**src/rtl/wbr_pkg.sv**
```systemverilog
package wbr_pkg;

  // Fixed field widths of the request and result items.
  localparam int MAX_LOG2_LENGTH_DEF = 10;
  localparam int IDX_W               = 10;
  localparam int RANK_W              = 10;
  localparam int LOG2_W              = 4;
  localparam int CFG_W               = 11;
  localparam int REG_IDX_W           = 2;

  // Configuration register indexes.
  typedef enum logic [REG_IDX_W-1:0] {
    REG_MODE        = 2'd0,
    REG_LOG2_LENGTH = 2'd1,
    REG_Z_INFO      = 2'd2,
    REG_X_CODE_SIZE = 2'd3
  } reg_idx_t;

  // Ordering modes.
  localparam logic MODE_WEIGHT = 1'b0;
  localparam logic MODE_LAST   = 1'b1;

  // Binomial coefficient C(a,b) for 0 <= a <= 16, built from a Pascal row.
  // Only evaluated at elaboration to fill constant tables.
  function automatic int binom(input int a, input int b);
    int row [0:16];
    int r;
    int k;
    for (k = 0; k <= 16; k++) row[k] = 0;
    row[0] = 1;
    for (r = 1; r <= a; r++) begin
      for (k = r; k >= 1; k--) row[k] = row[k] + row[k-1];
    end
    if (b > a || b < 0) return 0;
    return row[b];
  endfunction

  // Number of n-bit words whose weight is at least w.
  function automatic int tail_sum(input int n, input int w);
    int s;
    int j;
    s = 0;
    for (j = 0; j <= 16; j++) begin
      if (j >= w && j <= n) s = s + binom(n, j);
    end
    return s;
  endfunction

endpackage

```
**src/rtl/wbr_cell.sv**
```systemverilog
module wbr_cell #(
  parameter int POS   = 0,
  parameter int CNT_W = 4,
  parameter int SUM_W = 10
) (
  input  logic                      clk,
  input  logic                      rst,
  input  logic                      valid_in,
  output logic                      ready_out,
  input  logic [wbr_pkg::IDX_W-1:0] idx_in,
  input  logic [CNT_W-1:0]          cnt_in,
  input  logic [SUM_W-1:0]          below_in,
  output logic                      valid,
  input  logic                      ready_in,
  output logic [wbr_pkg::IDX_W-1:0] idx,
  output logic [CNT_W-1:0]          cnt,
  output logic [SUM_W-1:0]          below
);
  import wbr_pkg::*;

  localparam int TAB_N = 1 << CNT_W;

  // C(POS, k) for every count this cell can see.
  logic [SUM_W-1:0] ctab [0:TAB_N-1];
  for (genvar k = 0; k < TAB_N; k++) begin : g_tab
    assign ctab[k] = SUM_W'(binom(POS, k));
  end

  logic             bit_set;
  logic [CNT_W-1:0] cnt_next;
  logic [SUM_W-1:0] below_next;

  // A set bit at this position is the j-th one seen; it adds C(POS, j)
  // to the count of same-weight words below the index.
  always_comb begin
    bit_set    = idx_in[POS];
    cnt_next   = cnt_in + CNT_W'(bit_set);
    below_next = bit_set ? below_in + ctab[cnt_next] : below_in;
  end

  assign ready_out = !valid || ready_in;

  // Stage valid.
  always_ff @(posedge clk) begin
    if (rst) begin
      valid <= 1'b0;
    end else if (ready_out) begin
      valid <= valid_in;
    end
  end

  // Stage payload.
  always_ff @(posedge clk) begin
    if (ready_out && valid_in) begin
      idx   <= idx_in;
      cnt   <= cnt_next;
      below <= below_next;
    end
  end

endmodule

```
**src/rtl/wbr_rank.sv**
```systemverilog
module wbr_rank #(
  parameter int MAX_LOG2_LENGTH = 10,
  parameter int CNT_W           = 4,
  parameter int SUM_W           = 10
) (
  input  logic                       clk,
  input  logic                       rst,
  input  logic                       valid_in,
  output logic                       ready_out,
  input  logic [wbr_pkg::IDX_W-1:0]  idx_in,
  input  logic [CNT_W-1:0]           weight_in,
  input  logic [SUM_W-1:0]           below_in,
  input  logic                       mode,
  input  logic [CNT_W-1:0]           n_eff,
  input  logic [wbr_pkg::CFG_W-1:0]  kz,
  input  logic [wbr_pkg::CFG_W-1:0]  kx,
  output logic                       out_valid,
  input  logic                       out_stall,
  output logic [wbr_pkg::RANK_W-1:0] reliability_rank,
  output logic                       z_frozen,
  output logic                       x_stab_info,
  output logic                       index_out_of_range
);
  import wbr_pkg::*;

  localparam int TAB_N = 1 << CNT_W;
  localparam int LW    = (MAX_LOG2_LENGTH >= 10) ? MAX_LOG2_LENGTH + 2 : 12;

  // Count of words at least as heavy as w, for every length n up to the cap.
  // Lengths past the cap are never selected and read as zero.
  logic [MAX_LOG2_LENGTH:0] ttab [0:TAB_N-1][0:TAB_N-1];
  for (genvar nn = 0; nn < TAB_N; nn++) begin : g_n
    for (genvar ww = 0; ww < TAB_N; ww++) begin : g_w
      if (nn <= MAX_LOG2_LENGTH) begin : g_used
        assign ttab[nn][ww] = (MAX_LOG2_LENGTH + 1)'(tail_sum(nn, ww));
      end else begin : g_unused
        assign ttab[nn][ww] = '0;
      end
    end
  end

  logic [LW-1:0] len;
  logic [LW-1:0] idx_w;
  logic [LW-1:0] wrank;
  logic [LW-1:0] lrank;
  logic [LW-1:0] rank;
  logic          oor;
  logic [RANK_W-1:0] rank_next;
  logic          zf_next;
  logic          xs_next;

  // Weight mode: heavier words plus same-weight words above this index.
  // Last-positions mode: N-1-index.
  always_comb begin
    len   = LW'(1) << n_eff;
    idx_w = LW'(idx_in);
    oor   = idx_w >= len;
    wrank = LW'(ttab[n_eff][weight_in]) - LW'(1) - LW'(below_in);
    lrank = len - LW'(1) - idx_w;
    rank  = (mode == MODE_LAST) ? lrank : wrank;
    if (oor) begin
      rank_next = '0;
      zf_next   = 1'b0;
      xs_next   = 1'b0;
    end else begin
      rank_next = rank[RANK_W-1:0];
      zf_next   = rank >= LW'(kz);
      xs_next   = (rank + LW'(kx)) < len;
    end
  end

  assign ready_out = !out_valid || !out_stall;

  // Output valid.
  always_ff @(posedge clk) begin
    if (rst) begin
      out_valid <= 1'b0;
    end else if (ready_out) begin
      out_valid <= valid_in;
    end
  end

  // Output payload.
  always_ff @(posedge clk) begin
    if (ready_out && valid_in) begin
      reliability_rank   <= rank_next;
      z_frozen           <= zf_next;
      x_stab_info        <= xs_next;
      index_out_of_range <= oor;
    end
  end

endmodule

```
**src/rtl/weight_order_frozen_bit_ranker_unit.sv**
```systemverilog
// Channel    Signals                                 Direction
// request    in_valid, in_stall, channel_index       in
// result     out_valid, out_stall, reliability_rank,
//            z_frozen, x_stab_info,
//            index_out_of_range                      out
// config     cfg_write, cfg_index, cfg_data          in
//
// One request is taken per cycle while the first cell has room; each passes a
// row of one cell per index bit (min(MAX_LOG2_LENGTH, 10) cells) and then the
// rank stage. The first cell loads at the accepting edge, then each later cell
// and the rank stage in turn. Reset is synchronous; it empties every stage and
// loads the register defaults. A stalled result holds; each stage keeps taking
// data while the stage after it has room, so empty stages close up behind it.
module weight_order_frozen_bit_ranker_unit #(
  parameter int MAX_LOG2_LENGTH = wbr_pkg::MAX_LOG2_LENGTH_DEF
) (
  input  logic                          clk,
  input  logic                          rst,
  input  logic                          in_valid,
  output logic                          in_stall,
  input  logic [wbr_pkg::IDX_W-1:0]     channel_index,
  output logic                          out_valid,
  input  logic                          out_stall,
  output logic [wbr_pkg::RANK_W-1:0]    reliability_rank,
  output logic                          z_frozen,
  output logic                          x_stab_info,
  output logic                          index_out_of_range,
  input  logic                          cfg_write,
  input  logic [wbr_pkg::REG_IDX_W-1:0] cfg_index,
  input  logic [wbr_pkg::CFG_W-1:0]     cfg_data
);
  import wbr_pkg::*;

  localparam int CNT_W = $clog2(MAX_LOG2_LENGTH + 1);
  localparam int SUM_W = MAX_LOG2_LENGTH;
  localparam int CELLS = (MAX_LOG2_LENGTH < IDX_W) ? MAX_LOG2_LENGTH : IDX_W;

  logic              mode;
  logic [LOG2_W-1:0] log2_length;
  logic [CFG_W-1:0]  z_info_count;
  logic [CFG_W-1:0]  x_code_size;
  logic [CNT_W-1:0]  n_eff;
  reg_idx_t          cfg_sel;

  assign cfg_sel = reg_idx_t'(cfg_index);

  // Configuration registers.
  always_ff @(posedge clk) begin
    if (rst) begin
      mode         <= MODE_WEIGHT;
      log2_length  <= LOG2_W'(10);
      z_info_count <= '0;
      x_code_size  <= CFG_W'(1024);
    end else if (cfg_write) begin
      unique case (cfg_sel)
        REG_MODE:        mode         <= cfg_data[0];
        REG_LOG2_LENGTH: log2_length  <= cfg_data[LOG2_W-1:0];
        REG_Z_INFO:      z_info_count <= cfg_data;
        REG_X_CODE_SIZE: x_code_size  <= cfg_data;
        default:         mode         <= mode;
      endcase
    end
  end

  // Length clamped to 1..MAX_LOG2_LENGTH.
  always_comb begin
    if (log2_length == '0) begin
      n_eff = CNT_W'(1);
    end else if (int'(log2_length) > MAX_LOG2_LENGTH) begin
      n_eff = CNT_W'(MAX_LOG2_LENGTH);
    end else begin
      n_eff = CNT_W'(log2_length);
    end
  end

  // Links between the cells; link 0 is the request port.
  logic             valid_c [0:CELLS];
  logic             ready_c [0:CELLS];
  logic [IDX_W-1:0] idx_c   [0:CELLS];
  logic [CNT_W-1:0] cnt_c   [0:CELLS];
  logic [SUM_W-1:0] below_c [0:CELLS];

  assign valid_c[0] = in_valid;
  assign idx_c[0]   = channel_index;
  assign cnt_c[0]   = '0;
  assign below_c[0] = '0;
  assign in_stall   = !ready_c[0];

  // One cell per low index bit, min(MAX_LOG2_LENGTH, 10) in all.
  for (genvar p = 0; p < CELLS; p++) begin : g_cell
    wbr_cell #(
      .POS   (p),
      .CNT_W (CNT_W),
      .SUM_W (SUM_W)
    ) u_cell (
      .clk       (clk),
      .rst       (rst),
      .valid_in  (valid_c[p]),
      .ready_out (ready_c[p]),
      .idx_in    (idx_c[p]),
      .cnt_in    (cnt_c[p]),
      .below_in  (below_c[p]),
      .valid     (valid_c[p+1]),
      .ready_in  (ready_c[p+1]),
      .idx       (idx_c[p+1]),
      .cnt       (cnt_c[p+1]),
      .below     (below_c[p+1])
    );
  end

  // Final rank, flags and output register.
  wbr_rank #(
    .MAX_LOG2_LENGTH (MAX_LOG2_LENGTH),
    .CNT_W           (CNT_W),
    .SUM_W           (SUM_W)
  ) u_rank (
    .clk                (clk),
    .rst                (rst),
    .valid_in           (valid_c[CELLS]),
    .ready_out          (ready_c[CELLS]),
    .idx_in             (idx_c[CELLS]),
    .weight_in          (cnt_c[CELLS]),
    .below_in           (below_c[CELLS]),
    .mode               (mode),
    .n_eff              (n_eff),
    .kz                 (z_info_count),
    .kx                 (x_code_size),
    .out_valid          (out_valid),
    .out_stall          (out_stall),
    .reliability_rank   (reliability_rank),
    .z_frozen           (z_frozen),
    .x_stab_info        (x_stab_info),
    .index_out_of_range (index_out_of_range)
  );

endmodule
```
**config.mk**
```make
export PLATFORM = sky130hd
export DESIGN_NAME = weight_order_frozen_bit_ranker_unit
export DESIGN_NICKNAME = d
export VERILOG_FILES = /design/src/rtl/wbr_pkg.sv /design/src/rtl/wbr_cell.sv /design/src/rtl/wbr_rank.sv /design/src/rtl/weight_order_frozen_bit_ranker_unit.sv
export SDC_FILE = /design/constraint.sdc
export NUM_CORES = 1
export LEC_CHECK = 0
export BUFFER_PORTS_ARGS = -buffer_cell sky130_fd_sc_hd__buf_2
export CORE_UTILIZATION = 48
export CTS_BUF_LIST = sky130_fd_sc_hd__clkbuf_8
export DETAILED_ROUTE_END_ITERATION = 8
export PLACE_DENSITY = 0.66
export REMOVE_ABC_BUFFERS = 1
export SYNTH_ARGS = -nofsm -noshare
export SYNTH_HDL_FRONTEND = slang
export SYNTH_SLANG_ARGS = --single-unit
```
**constraint.sdc**
```tcl
create_clock -name clk -period 17.3 [get_ports clk]
set_input_delay 3.46 -clock clk [delete_from_list [all_inputs] [get_ports clk]]
set_output_delay 3.46 -clock clk [all_outputs]
set_load 0.05 [all_outputs]
```
Word-level counts from Yosys, hierarchy flattened
Memories as Yosys holds them, arrays and structs flattened. A register that Yosys moved wholly into a read port is not among the register bits.
Cells that the tools add are included.

word-level totals
  bits in latches = 0
  bits in registers = 278
  memory bits (writable) = 0
  word-level logic and storage cells = 190
  input port bits = 28
  memories = 11
  memory bits (read-only) = 4,416

memories
  name             words  bits a word  read ports  clocked after Yosys merged registers in  wr ports  line            RTL
  (no name shown)  16     176          1           0                                        0         wbr_rank.sv:58  wrank = LW'(ttab[n_eff][weight_in]) - LW'(1) - LW'(below_in);
  (no name shown)  16     10           1           0                                        0         wbr_cell.sv:38  below_next = bit_set ? below_in + ctab[cnt_next] : below_in;
  (no name shown)  16     10           1           0                                        0         wbr_cell.sv:38
  (no name shown)  16     10           1           0                                        0         wbr_cell.sv:38
  (no name shown)  16     10           1           0                                        0         wbr_cell.sv:38
  (no name shown)  16     10           1           0                                        0         wbr_cell.sv:38
  +5 memories      n/a    n/a          n/a         n/a                                      n/a       n/a

operators by class
  bitwise logic cells = 12
  shift operators = 1
  reductions and logical operators = 42
  equality and inequality tests = 3
  mux-type cells = 35
  divide/modulo/power cells = 0
  multiply operators = 0
  order comparisons = 15
  $add $sub $neg = 23

operators by type and width
  cell                     number
  $mux W176                2
  $mux W10                 27
  $add A10 B10 Y10         9
  $ge A5 B5 Y1 const B     11
  $not A4 Y5               11
  $bmux W11 S4             1
  $add A4 B1 Y4            8
  $sub A12 B10 Y12         2
  $mux W11                 2
  $logic_not A1 Y1         14
  $add A12 B11 Y12         1
  $ge A10 B12 Y1           1
  $ge A12 B11 Y1           1
  $lt A12 B12 Y1           1
  $mux W12                 1
  $shl A1 B4 Y12 const A   1
  $sub A11 B1 Y12 const B  1
  $sub A12 B1 Y12 const B  1
  $logic_and A1 B1 Y1      11
  $logic_or A1 B1 Y1       11
  $mux W4                  2
  $reduce_and A2 Y1        4
  $not A1 Y5               1
  $eq A2 B2 Y1 const B     2
  other kinds (5)          5

Longest topological paths before layout
  depth after elaboration = 15
  mapped depth = 31

Hierarchy
Synthesis repeated with hierarchy kept, for this count alone.

unflattened totals
  cells, all modules = 1,448
  area total of the unflattened synthesis = 16,756.1 µm²

modules (own cells, without submodules)
  module                               times used  area an instance (µm²)  cells an instance
  wbr_rank                             1           3,834.9                 515
  wbr_cell (g_cell[9].u_cell)          1           1,326.3                 103
  wbr_cell (g_cell[8].u_cell)          1           1,322.5                 105
  wbr_cell (g_cell[6].u_cell)          1           1,306.3                 97
  wbr_cell (g_cell[7].u_cell)          1           1,243.7                 90
  wbr_cell (g_cell[5].u_cell)          1           1,221.2                 85
  weight_order_frozen_bit_ranker_unit  1           1,163.6                 114
  wbr_cell (g_cell[3].u_cell)          1           1,113.6                 72
  wbr_cell (g_cell[4].u_cell)          1           1,097.3                 71
  wbr_cell (g_cell[2].u_cell)          1           1,096.1                 74
  wbr_cell (g_cell[0].u_cell)          1           1,016.0                 61
  wbr_cell (g_cell[1].u_cell)          1           1,014.7                 61

Worst setup path after synthesis
OpenSTA, ideal clock, no wires.

  kind = input to output
  start point = input out_stall
  end point = output in_stall
  stages on the path = 6
  required time = 13,840 ps
  arrival time = 4,674 ps
  setup slack = 9,166 ps
  path through = nand2_1 > nor2_1 > and4_1 > and3_1 > nand2_1 > inv_1

between the ends
  word-level cells in the longest chain between the ends = 13

RTL lines
  what                              line                                       RTL
  start, declared                   weight_order_frozen_bit_ranker_unit.sv:23  input logic out_stall,
  $logic_not A1 Y1                  wbr_rank.sv:72                             assign ready_out = !out_valid || !out_stall;
  $logic_or A1 B1 Y1                wbr_rank.sv:72
  $logic_or A1 B1 Y1 (10 in a row)  wbr_cell.sv:41                             assign ready_out = !valid || ready_in;
  $logic_not A1 Y1                  weight_order_frozen_bit_ranker_unit.sv:87  assign in_stall = !ready_c[0];
  end, declared                     weight_order_frozen_bit_ranker_unit.sv:20  output logic in_stall,

Every way passes these cells.

Worst setup path after layout
Same ends and word-level chain as after synthesis.

==> results.rst <==
.. list-table::
   :header-rows: 1

   * - Metric
     - Value
   * - Status
     - completed
   * - Count of nets after finishing
     - 1,472
   * - Final HPWL DP
     - around 20,000 um
   * - Worst setup path end
     - in_stall
   * - Final Critical Period
     - approximately 8.5 ns
   * - Number of vias after detailed routing
     - roughly 9.3k
   * - Power density over the cells
     - between 80 and 90 nW/um^2
   * - CP max stage delay
     - between 0.4 and 0.5 ns
   * - Clk sinks
     - between 200 and 250
   * - Util after Layout
     - 0.541
   * - Final total negative setup slack
     - 0 ns
   * - TritonCTS clock tree
     - done
   * - Via count of the first global-routing pass
     - about 9k
   * - End of the worst register-to-register path
     - u_rank.x_stab_info$_SDFFCE_PP0P_
   * - Kind of critical path
     - input port to primary output
   * - Wl on met1
     - about 12,000 um
   * - Buffers inserted during post-CTS setup optimization
     - 0
   * - Clock root buffer
     - sky130_fd_sc_hd__clkbuf_8
   * - Startpoint of the most critical register-to-register path
     - log2_length[1]$_SDFFE_PP1P_
   * - Post-synthesis to final-layout area growth
     - 10.6%
   * - Critical Path Slowest Stage Cell
     - sky130_fd_sc_hd__nor2_1
   * - Number of warnings printed during yosys synthesis
     - 0
   * - Worst min-delay path category
     - flip-flop to flip-flop
   * - Worst clock skew on the final layout
     - between 0.015 and 0.02 ns
   * - Maximum resistive drop on vdd
     - ~0.072 mV
   * - Synthesized instance count
     - between 1k and 1.5k
   * - Global-route wire length before repair
     - roughly 44,000 um
   * - Count of flip-flops with a built-in enable after synthesis
     - around 200
   * - Worst-case reg-to-reg path depth
     - 22
   * - Netlist cell types
     - 73
   * - Endpoints failing hold
     - 0
   * - Worst slew slack as a fraction of its limit
     - 0.231
   * - Nature of the critical path startpoint
     - input port
   * - Number of pins with negative max-slew slack in the final report
     - 0
   * - Largest driver fanout on the critical path
     - 7
   * - Critical Path Start
     - out_stall
   * - Static Leak
     - slightly above 6 nW
   * - Total power draw
     - between 1 and 1.5 mW
   * - Buffers on Ports
     - between 40 and 50
   * - Core box area
     - around 28,000 um^2
   * - H-tree depth
     - 2
   * - Commonest cells after routing, fill and taps aside
     - sky130_fd_sc_hd__edfxtp_1, sky130_fd_sc_hd__ha_1, sky130_fd_sc_hd__inv_1, sky130_fd_sc_hd__nand2_1, sky130_fd_sc_hd__nor2_1
   * - CP Depth
     - 8
   * - Total GRT Usage
     - 0.192
   * - Timing-limited maximum frequency
     - about 0.12 GHz
   * - Crit path required time
     - between 10 and 15 ns
   * - Worst-path clk slew
     - roughly 0.06 ns
   * - DP Cell Count
     - 1,633
   * - Share of the clock period used by the worst path
     - 0.489
   * - Share of final-layout standard cells stronger than drive strength 1
     - 0.114
   * - First-pass iteration count of the detailed router
     - 5
   * - Asr flop ratio synth
     - 0
   * - Top Ports
     - 43
   * - DR WL/cell
     - ~16 um
   * - Pin count of the biggest net entering global routing
     - 50
   * - Routed wl met2
     - ~13,000 um
   * - Floorplan die height
     - about 170 um
   * - Uppermost metal layer occupied by signal nets
     - met4
   * - Area enclosed by the die boundary
     - between 20,000 and 30,000 um^2
   * - Residual DRC
     - 0
   * - Starting density of the core
     - 0.489
   * - Flip-flop cell with the highest count after synthesis
     - sky130_fd_sc_hd__edfxtp_1
   * - Number of nets with antenna violations after detailed routing
     - 0
   * - Later-pin clock latency in the skew report
     - about 0.54 ns
   * - Sequential fraction of the synthesis area
     - 0.498
   * - Category of the worst setup path capture point
     - primary output
   * - Number of rows created at floorplan
     - 61
   * - Critical path cell sequence
     - buf_2 > nand2_1 > nor2_1 > and4_1 > and3_1 > nand2_1 > inv_1 > buf_2
   * - Setup-violating endpoint count in the final report
     - 0
   * - Met3 layer wire length in the routed design
     - 1640 um
   * - Deepest clock path buffer count
     - 3
   * - Number of antenna violations at the first check in global routing
     - 0
   * - Vias per cell
     - about 5.4
   * - Syn_area_per_cell
     - approximately 11 um^2
   * - Number of diodes
     - 0
   * - Routed WL
     - 26,800 um
   * - Synthesized flop and latch total
     - 239
   * - Final hold slack
     - 0.408 ns
   * - Unrepaired setup endpoints after global routing
     - false
   * - Arrival time worst endpoint
     - about 5 ns
   * - Combined buffer and inverter count along the critical path
     - 3
   * - Total congestion overflow
     - 0
   * - Drt first-iter violations
     - a little over 800
   * - Synth Cell Area
     - about 14,000 um^2
   * - Cell type group with the largest total delay on the critical path
     - simple AND/OR/NAND/NOR gates
   * - Slew at the pin closest to its max-slew limit
     - 1.15 ns
   * - Register-to-register setup slack
     - slightly above 10 ns
   * - Hold buffers post-CTS
     - 0
   * - Number of cells in the finished layout apart from fillers
     - 1,709
   * - Count of maximum capacitance violations
     - 0
   * - Resized Gates After CTS
     - 0
   * - Most common library cell in the layout ignoring fill and taps
     - sky130_fd_sc_hd__edfxtp_1
   * - CTS Buf Count
     - 41
   * - Routability-driven placement congestion ratio
     - about 0.9
   * - Die width
     - 171 um
[cells in the mapped netlist (all sizes together) (3+ instances only)]
| master | n | share of area |
|---|---|---|
| nand4 | 3 | 0.0014 |
| nor3b | 5 | 0.0028 |
| o2111ai | 3 | 0.0019 |
| a221oi | 3 | 0.0019 |
| ha | 135 | 0.12 |
| a211oi | 17 | 0.0094 |
| a21o | 21 | 0.012 |
| or3 | 5 | 0.0023 |
| clkinv | 3 | 0.00083 |
| xnor2 | 40 | 0.026 |
| a21boi | 7 | 0.0039 |
| and3 | 6 | 0.0028 |
| a21oi | 86 | 0.032 |
| o21bai | 4 | 0.0022 |
| mux2i | 14 | 0.010 |
| xor2 | 17 | 0.011 |
| mux2 | 23 | 0.019 |
| nand2 | 108 | 0.030 |
| nor2b | 23 | 0.011 |
| o22ai | 3 | 0.0014 |
| or2 | 4 | 0.0018 |
| nand3b | 5 | 0.0028 |
| fa | 11 | 0.016 |
| edfxtp | 201 | 0.44 |
| a211o | 9 | 0.0058 |
| nand3 | 21 | 0.0077 |
| o211ai | 11 | 0.0061 |
| nor3 | 17 | 0.0062 |
| nand2b | 13 | 0.0060 |
| nor2 | 95 | 0.026 |
| a2111oi | 4 | 0.0036 |
| o21ai | 54 | 0.020 |
| nor4 | 6 | 0.0028 |
| inv | 102 | 0.028 |
| o211a | 6 | 0.0044 |
| o21a | 11 | 0.0061 |
| or4 | 4 | 0.0022 |
| nand4b | 4 | 0.0026 |
| o31ai | 11 | 0.0061 |
| dfxtp | 38 | 0.056 |
| a31oi | 14 | 0.0064 |
| and2 | 10 | 0.0046 |
| clkbuf | 26 | 0.0072 |
| buf | 14 | 0.0060 |
[power by group]
group | leakage, nW | total, mW | switching (mW) | internal, mW
registers | 2.15 | 0.633 | 0.00484 | 0.628
clock network | 0.449 | 0.521 | 0.231 | 0.289
logic | 3.50 | 0.0763 | 0.0447 | 0.0317
[logic make-up (layout without fill, tap and decap cells)]
kind of cell | after synthesis | after routing | synth area share
other | 1 | 1 | 0.000275
AOI/OAI and AO/OA | 282 | 282 | 0.135
xor gates and xnor gates | 57 | 57 | 0.0366
buffers and inverters | 145 | 233 | 0.0422
adders and majority gates | 146 | 146 | 0.140
muxes | 38 | 38 | 0.0309
DFF | 239 | 239 | 0.498
and+or+nand+nor | 335 | 335 | 0.117
[worst reg2reg max path: cells and delay by family, from the launching register on]
family	cells	cell delay, ns
compound gates	12	3.68
fa+ha+maj	5	1.76
simple gates	4	0.69
flops	1	0.68
buf+inv	1	0.18
[through the flow]
stage	setup WS, ns	area [um^2]
6_report	8.84	15100
5_1_grt	8.72	15100
4_1_cts	8.84	15100
3_5_place_dp	8.83	14200
3_3_place_gp	8.90	14200
2_1_floorplan	9.17	13500
[worst min path at each step]
stage	from	end	cells past startpoint
2_1_floorplan	g_cell[0].u_cell.idx[2]$_DFFE_PP_	g_cell[1].u_cell.idx[2]$_DFFE_PP_	0
3_3_place_gp	g_cell[2].u_cell.idx[5]$_DFFE_PP_	g_cell[3].u_cell.idx[5]$_DFFE_PP_	0
3_5_place_dp	g_cell[0].u_cell.idx[8]$_DFFE_PP_	g_cell[1].u_cell.idx[8]$_DFFE_PP_	0
4_1_cts	g_cell[5].u_cell.idx[9]$_DFFE_PP_	g_cell[6].u_cell.idx[9]$_DFFE_PP_	0
5_1_grt	g_cell[5].u_cell.idx[9]$_DFFE_PP_	g_cell[6].u_cell.idx[9]$_DFFE_PP_	0
6_report	g_cell[8].u_cell.idx[2]$_DFFE_PP_	g_cell[9].u_cell.idx[2]$_DFFE_PP_	0
[area by class of cell]
class	instances	area, um^2
fill	2464	12800
sequential	239	6800
multi-input combinational	859	6280
clock buffer	42	578
tap	378	473
inverter	105	397
timing repair buffer	52	285
clock inverter	34	268
[registers in the layout (all words and copies together) (netlist names)]
signal	count
g_cell.u_cell.below	55
u_rank.reliability_rank	10
g_cell.u_cell.idx	100
g_cell.u_cell.cnt	33
log2_length	4
z_info_count	11
u_rank.index_out_of_range	1
u_rank.x_stab_info	1
g_cell.u_cell.valid	10
mode	1
u_rank.out_valid	1
x_code_size	11
u_rank.z_frozen	1
[layer usage]
layer | track usage | up-vias
met5 | 0 | -
met2 | 0.322 | 248
li1 | - | 4630
met4 | 0.0591 | 0
met1 | 0.251 | 4391
met3 | 0.0354 | 39
(Power assumes the default switching activity.)
